File: config.mk
export PLATFORM = sky130hd
export DESIGN_NAME = pdia_div
export DESIGN_NICKNAME = d
export VERILOG_FILES = /design/src/rtl/core/pdia_pkg.sv /design/src/rtl/core/pdia_div.sv
export SDC_FILE = /design/constraint.sdc
export NUM_CORES = 1
export LEC_CHECK = 0
export ABC_AREA = 1
export BUFFER_PORTS_ARGS = -buffer_cell sky130_fd_sc_hd__buf_2
export CORE_MARGIN = 8
export CORE_UTILIZATION = 55
export DETAILED_ROUTE_END_ITERATION = 10
export PLACE_DENSITY_LB_ADDON = 0.3
export SYNTH_ARGS = -nofsm -noshare
export SYNTH_HDL_FRONTEND = slang
export SYNTH_SLANG_ARGS = --single-unit
File: constraint.sdc
create_clock -name clk -period 2.45 [get_ports clk]
set_input_delay 0.49 -clock clk [delete_from_list [all_inputs] [get_ports clk]]
set_output_delay 0.49 -clock clk [all_outputs]
set_load 0.05 [all_outputs]
File: src/rtl/core/pdia_pkg.sv
`timescale 1ns / 1ps
// ----------------------------------------------------------------------------
// pdia_pkg
// shared types and constants of the point density image accumulator
// ----------------------------------------------------------------------------
package pdia_pkg;

    localparam int COORD_W         = 32;
    localparam int CPP_W           = 16;
    localparam int INT_W           = 8;
    localparam int Q_W             = 16;
    localparam int HIST_W          = 19;
    localparam int HIST_DEPTH      = 256;
    localparam int HIST_AW         = 8;
    localparam int CUM_W           = 27;
    localparam int PROD_W          = CUM_W + Q_W;
    localparam int CFG_IDX_W       = 3;
    localparam int CFG_DATA_W      = 16;
    localparam int MODE_W          = 2;
    localparam int GRID_WIDTH_DEF  = 512;
    localparam int GRID_HEIGHT_DEF = 512;

    localparam logic [CPP_W-1:0] CPP_RESET   = 16'd1;
    localparam logic [INT_W-1:0] STEP_RESET  = 8'd1;
    localparam logic [INT_W-1:0] MAX_RESET   = 8'd255;
    localparam logic [Q_W-1:0]   Q_RESET     = 16'd64881;
    localparam logic [INT_W-1:0] THR_RESET   = 8'd255;

    typedef enum logic [CFG_IDX_W-1:0] {
        REG_CPP      = 3'd0,
        REG_STEP     = 3'd1,
        REG_MAX      = 3'd2,
        REG_AUTO     = 3'd3,
        REG_QUANTILE = 3'd4
    } cfg_reg_t;

    typedef enum logic [MODE_W-1:0] {
        MODE_ADD    = 2'd0,
        MODE_THRESH = 2'd1,
        MODE_READ   = 2'd2,
        MODE_NONE   = 2'd3
    } mode_t;

    typedef enum logic [3:0] {
        ST_CLEAR,
        ST_IDLE,
        ST_DIV,
        ST_ADD_RD,
        ST_ADD_WR,
        ST_HIST,
        ST_THR,
        ST_RD_RD,
        ST_RD_DAT,
        ST_SDIV,
        ST_FIN
    } top_state_t;

    typedef enum logic [3:0] {
        H_IDLE,
        H_DEC_RD,
        H_DEC_WR,
        H_INC_RD,
        H_INC_WR,
        H_SUM_RD,
        H_SUM_ACC,
        H_MUL,
        H_WALK_RD,
        H_WALK_ACC
    } hist_state_t;

    typedef struct packed {
        logic                clr_we;
        logic [HIST_AW-1:0]  clr_addr;
        logic                upd;
        logic                dec_en;
        logic [INT_W-1:0]    dec_idx;
        logic [INT_W-1:0]    inc_idx;
        logic                thr;
    } hist_cmd_t;

endpackage

File: src/rtl/core/pdia_div.sv
`timescale 1ns / 1ps
// ----------------------------------------------------------------------------
// pdia_div
// unsigned restoring divider, one quotient bit per cycle
// ----------------------------------------------------------------------------
module pdia_div (
    input  logic                         clk,
    input  logic                         rst_n,
    input  logic                         start,
    input  logic [pdia_pkg::COORD_W-1:0] numer,
    input  logic [pdia_pkg::CPP_W-1:0]   denom,
    output logic                         done,
    output logic [pdia_pkg::COORD_W-1:0] quot
);

    localparam int NW = pdia_pkg::COORD_W;
    localparam int DW = pdia_pkg::CPP_W;
    localparam int CW = $clog2(NW);

    logic            busy_reg, busy_next;
    logic [CW-1:0]   cnt_reg, cnt_next;
    logic [NW-1:0]   quo_reg, quo_next;
    logic [DW-1:0]   rem_reg, rem_next;
    logic [DW-1:0]   den_reg, den_next;
    logic [DW:0]     trial;
    logic [DW:0]     diff;

    assign trial = {rem_reg, quo_reg[NW-1]};
    assign diff  = trial - {1'b0, den_reg};

    always_comb
    begin
        busy_next = busy_reg;
        cnt_next  = cnt_reg;
        quo_next  = quo_reg;
        rem_next  = rem_reg;
        den_next  = den_reg;
        done      = 1'b0;
        if (start)
        begin
            busy_next = 1'b1;
            cnt_next  = '0;
            quo_next  = numer;
            rem_next  = '0;
            den_next  = denom;
        end
        else if (busy_reg)
        begin
            if (!diff[DW])
            begin
                rem_next = diff[DW-1:0];
                quo_next = {quo_reg[NW-2:0], 1'b1};
            end
            else
            begin
                rem_next = trial[DW-1:0];
                quo_next = {quo_reg[NW-2:0], 1'b0};
            end
            cnt_next = cnt_reg + 1'b1;
            if (cnt_reg == CW'(NW - 1))
            begin
                busy_next = 1'b0;
                done      = 1'b1;
            end
        end
    end

    always_ff @(posedge clk or negedge rst_n)
    begin
        if (!rst_n)
        begin
            busy_reg <= 1'b0;
            cnt_reg  <= '0;
        end
        else
        begin
            busy_reg <= busy_next;
            cnt_reg  <= cnt_next;
        end
    end

    always_ff @(posedge clk)
    begin
        quo_reg <= quo_next;
        rem_reg <= rem_next;
        den_reg <= den_next;
    end

    assign quot = quo_next;

endmodule

# Word-level counts from Yosys, hierarchy flattened
# Cells that the tools add are included.
# classes
n_addsub	2
n_eq_ne	1
n_reduce_logical	1
muxes	12
# op_table
operator	count
$mux 32	2
$sub 17x16->17	1
$mux 16	1
$mux 5	2
$mux 1	7
$add 5x1->5 const B	1
$eq 5x5->1 const B	1
$reduce_bool 2->1	1
# word_totals
regBits	70
word_cells	21
output_inout_bits	33
in_bits	51

# Longest topological paths before layout
# logic_depth
word_depth	4
mapped_depth	16

# Least setup slack after synthesis
# No wires, ideal clock.
# synth_path
path_kind	register -> output
startpoint	register den_reg[0]
endpoint	output quot[0] (netlist name)
path_slack_ns	-0.088
n_path_buf	1
required_ns	1.960
t_arrival_ns	2.048
path_stages_with_launch	14
path_cell_list	edfxtp_1 ha_1 fa_1 inv_1 nand2_1 nand2_1 nand3_1 nand2_2 nand2_2 nand2_2 nand2_2 buf_6 nand3_2 nand2_1
# synth_via
elab_chain_cells	4
# synth_rtl
element	line	rtl
start, declared	pdia_div.sv:24	logic [DW-1:0] den_reg, den_next;
start signal, assigned	pdia_div.sv:86	den_reg <= den_next;
$sub 17x16->17	pdia_div.sv:29	assign diff = trial - {1'b0, den_reg};
$mux 1	pdia_div.sv:49	if (!diff[DW])
$mux 32	pdia_div.sv:47	else if (busy_reg)
$mux 32	pdia_div.sv:39	if (start)
end, declared	pdia_div.sv:13	output logic [pdia_pkg::COORD_W-1:0] quot
# No other way between the ends.

# Worst setup path in the final report
# Same ends and word-level chain as after synthesis.

==> metrics.md <==
| Metric | Value |
|---|---|
| Status | `complete, but fails checks` |
| Failing checks | `setup timing` |
| Cell area power density | `1010 mW/mm²` |
| Final Hold Viols | `0` |
| Number of H-tree levels | `3` |
| Finished Cell Area | `0.00473 mm²` |
| Commonest cells after routing, fill and taps aside | `nand2_1, inv_1, buf_2` |
| Largest family of logic cells by synthesized area | `simple AND/OR/NAND/NOR gates` |
| Footprint of the multi-input gates | `0.00186 mm²` |
| Antenna violations before repair | `0` |
| ANT cells | `0` |
| Core Rows | `30` |
| Reg clk slew, reported paths | `0.08 ns` |
| Crit path launch type | `flip-flop` |
| DR vias | `3738` |
| Number of CTS-inserted buffers | `9` |
| Leak | `0.00259 µW` |
| Slew at the pin closest to its max-slew limit | `0.324 ns` |
| Post-Place Cells | `680` |
| Worst min path class | `in -> reg` |
| Largest net degree at the start of global routing | `52` |
| Critical Path Fanout Max | `3` |
| PnR Total Power | `4800 µW` |
| Mux cell area share after synthesis | `0%` |
| RSZ-0062 raised after global routing | `yes` |
| RD Place Congestion | `0.892` |
| Die Y | `99.2 µm` |
| Pre-CTS setup slack | `-0.0139 ns` |
| Final Critical Period | `2.64 ns` |
| Die area | `0.00985 mm²` |
| Fill count | `526` |
| Leading cell type in the layout, fill and taps excluded | `nand2_1` |
| Final antenna-violating net count | `0` |
| TritonCTS clock tree | `yes` |
| WL per Instance | `14.3 µm` |
| Largest register FFs | `32` |
| DRC | `0` |
| Post-Synth Simple-Gate Area | `29.1%` |
| Post-synthesis net count | `588` |
| Worst EP required | `1.96 ns` |
| Drt first pass iters | `4` |
| Post-Synth Adder-Cell Area | `6.43%` |
| Synth unique cells | `35` |
| Area after DPL | `0.00438 mm²` |
| First-pass GRT wire length | `16300 µm` |
| Sequential cell area | `0.00159 mm²` |
| Layout net count | `685` |
| Finished Layout Cells | `700` |
| Setup crit end kind | `output pin` |
| Worst Path Arrival | `2.15 ns` |
| Mapped cell area | `0.00381 mm²` |
| CTS Sinks | `70` |
| Compound-Gate Fraction of Synth Area | `10.6%` |
| Register area share after synthesis | `41.8%` |
| Worst IR drop on VDD | `0.783 mV` |
| IO buf count | `83` |
| Post-synthesis instance total | `518` |
| Area delta synth->final | `24.1%` |
| Total Routed Length | `9980 µm` |
| Drt first-iter violations | `223` |
| Setup Crit Path Kind | `reg -> out` |
| Clock Path Buffers | `2` |
| Number of max-cap violations | `0` |
| CORE AREA | `0.00676 mm²` |
| Ratio of cells with drive above 1 in the final layout | `22.7%` |
| Vias per cell | `5.34` |
| XOR/XNOR share of the synthesized area | `1.15%` |
| Global Route Usage Sum | `20.1%` |
| Clk_lat worst skew | `0.35 ns` |
| Final number of setup-violating endpoints | `1` |
| Fmax | `379 MHz` |
| Clock Skews | `0.0132 ns` |
| Grt ovf | `0` |
| Fin. max-slew vios | `0` |
| Final setup margin | `-0.191 ns` |
| Average size of a mapped cell | `7.36 µm²` |
| Detailed placement HPWL | `7170 µm` |
| Starting density of the core | `56.4%` |
| Flip-flop and latch count after synthesis | `70` |
| Slew headroom | `78.4%` |
| Root Driver | `clkbuf_8` |
| Die X | `99.2 µm` |
| Period utilization | `108%` |
| Number of global-route vias before repair | `3776` |
| I/O Pins | `84` |
| Yosys warns | `0` |
-- power by group --
| group | internal [µW] | total [µW] | switching [µW] |
|---|---|---|---|
| clock | 625 | 1080 | 459 |
| combinational | 801 | 2210 | 1410 |
| sequential | 1380 | 1500 | 123 |
| total | 2800 | 4800 | 2000 |
-- metal layers --
layer / up-vias / wire, µm / part of all wire, % / GRT usage, %
li1: 1869 / - / - / -
met1: 1710 / 4290 / 43 / 23.2
met2: 136 / 4800 / 48 / 33.2
met3: 23 / 661 / 6.6 / 5.59
met4: 0 / 223 / 2.2 / 10.6
met5: - / 0 / 0 / 0
-- path summary, 6_finish.rpt --
kind,from,end,slack (ns),depth (start not counted)
worst max register to register,den_reg[0],rem_reg[7],0.18,17
worst min register to register,rem_reg[1],rem_reg[1],0.47,2
min in group asynchronous,rst_n,cnt_reg[0],0.52,2
max in group asynchronous,rst_n,cnt_reg[1],1.78,2
worst min-delay path,denom[13],den_reg[13],0.30,1
worst max-delay path,den_reg[0],quot[0],-0.19,13
-- cells in the mapped netlist (all sizes together) --
cell type  number  share of area (%)
a21o            1               0.20
a21oi          14                2.0
a22o            2               0.46
a22oi           1               0.20
buf             5               0.82
clkbuf         11                1.1
dfrtp           6                3.9
dfxtp          48                 25
edfxtp         16                 13
fa              1               0.53
ha             18                5.9
inv            92                9.1
nand2         189                 19
nand3          46                6.4
nand3b          2               0.39
nand4           3               0.49
nor2           17                1.7
nor3            4               0.66
o211ai          1               0.20
o21a            1               0.20
o21ai           2               0.26
o21bai          1               0.20
o221ai         30                6.9
or2             2               0.33
xnor2           3               0.69
xor2            2               0.46
-- critical path, cell delays in order, from the launching register on --
cell      delay [ns]
edfxtp_1        0.38
ha_2            0.19
fa_2            0.35
inv_2           0.07
nand2_2         0.05
nand2_2         0.08
nand3_2         0.08
nand2_2         0.10
nand2_4         0.07
nand2_4         0.07
nand2_4         0.05
nand3_4         0.08
nand2_4         0.06
buf_8           0.15
-- area by class of cell --
type,count,share of cell area (%)
repair buffers,102,12.6
flip-flops and latches,70,33.7
clock inverters,3,0.952
clock buffers,13,4.05
inverters,92,7.30
multi-input cells,340,39.3
well taps,80,2.12
-- repair_timing --
item / 4_1_cts / 5_1_grt
pin swaps: 1 / 0
setup endpoints to repair: 1 / 7
gates resized for setup: 7 / 15
setup buffers: 2 / 1
hold buffers: 1 / 0
hold endpoints to repair: 6 / 0
-- kinds of logic after synthesis --
group	count (synthesis)
AOI/OAI and AO/OA	53
adders and majority gates	19
and+or+nand+nor	263
xor gates and xnor gates	5
buffers and inverters	108
DFF	70
-- stage by stage --
stage / utilization, % / hold slack (ns) / TNS (ns)
after floorplan: - / 0.194 / -1.78
after global placement: 64.9 / 0.319 / 0
after CTS: 69.0 / 0.296 / -0.206
after detailed placement: 64.9 / 0.320 / -0.0139
final: 70.0 / 0.304 / -0.191
after global routing: 70.0 / 0.288 / -0.298
No activity file was read; power rests on OpenSTA's default activity.
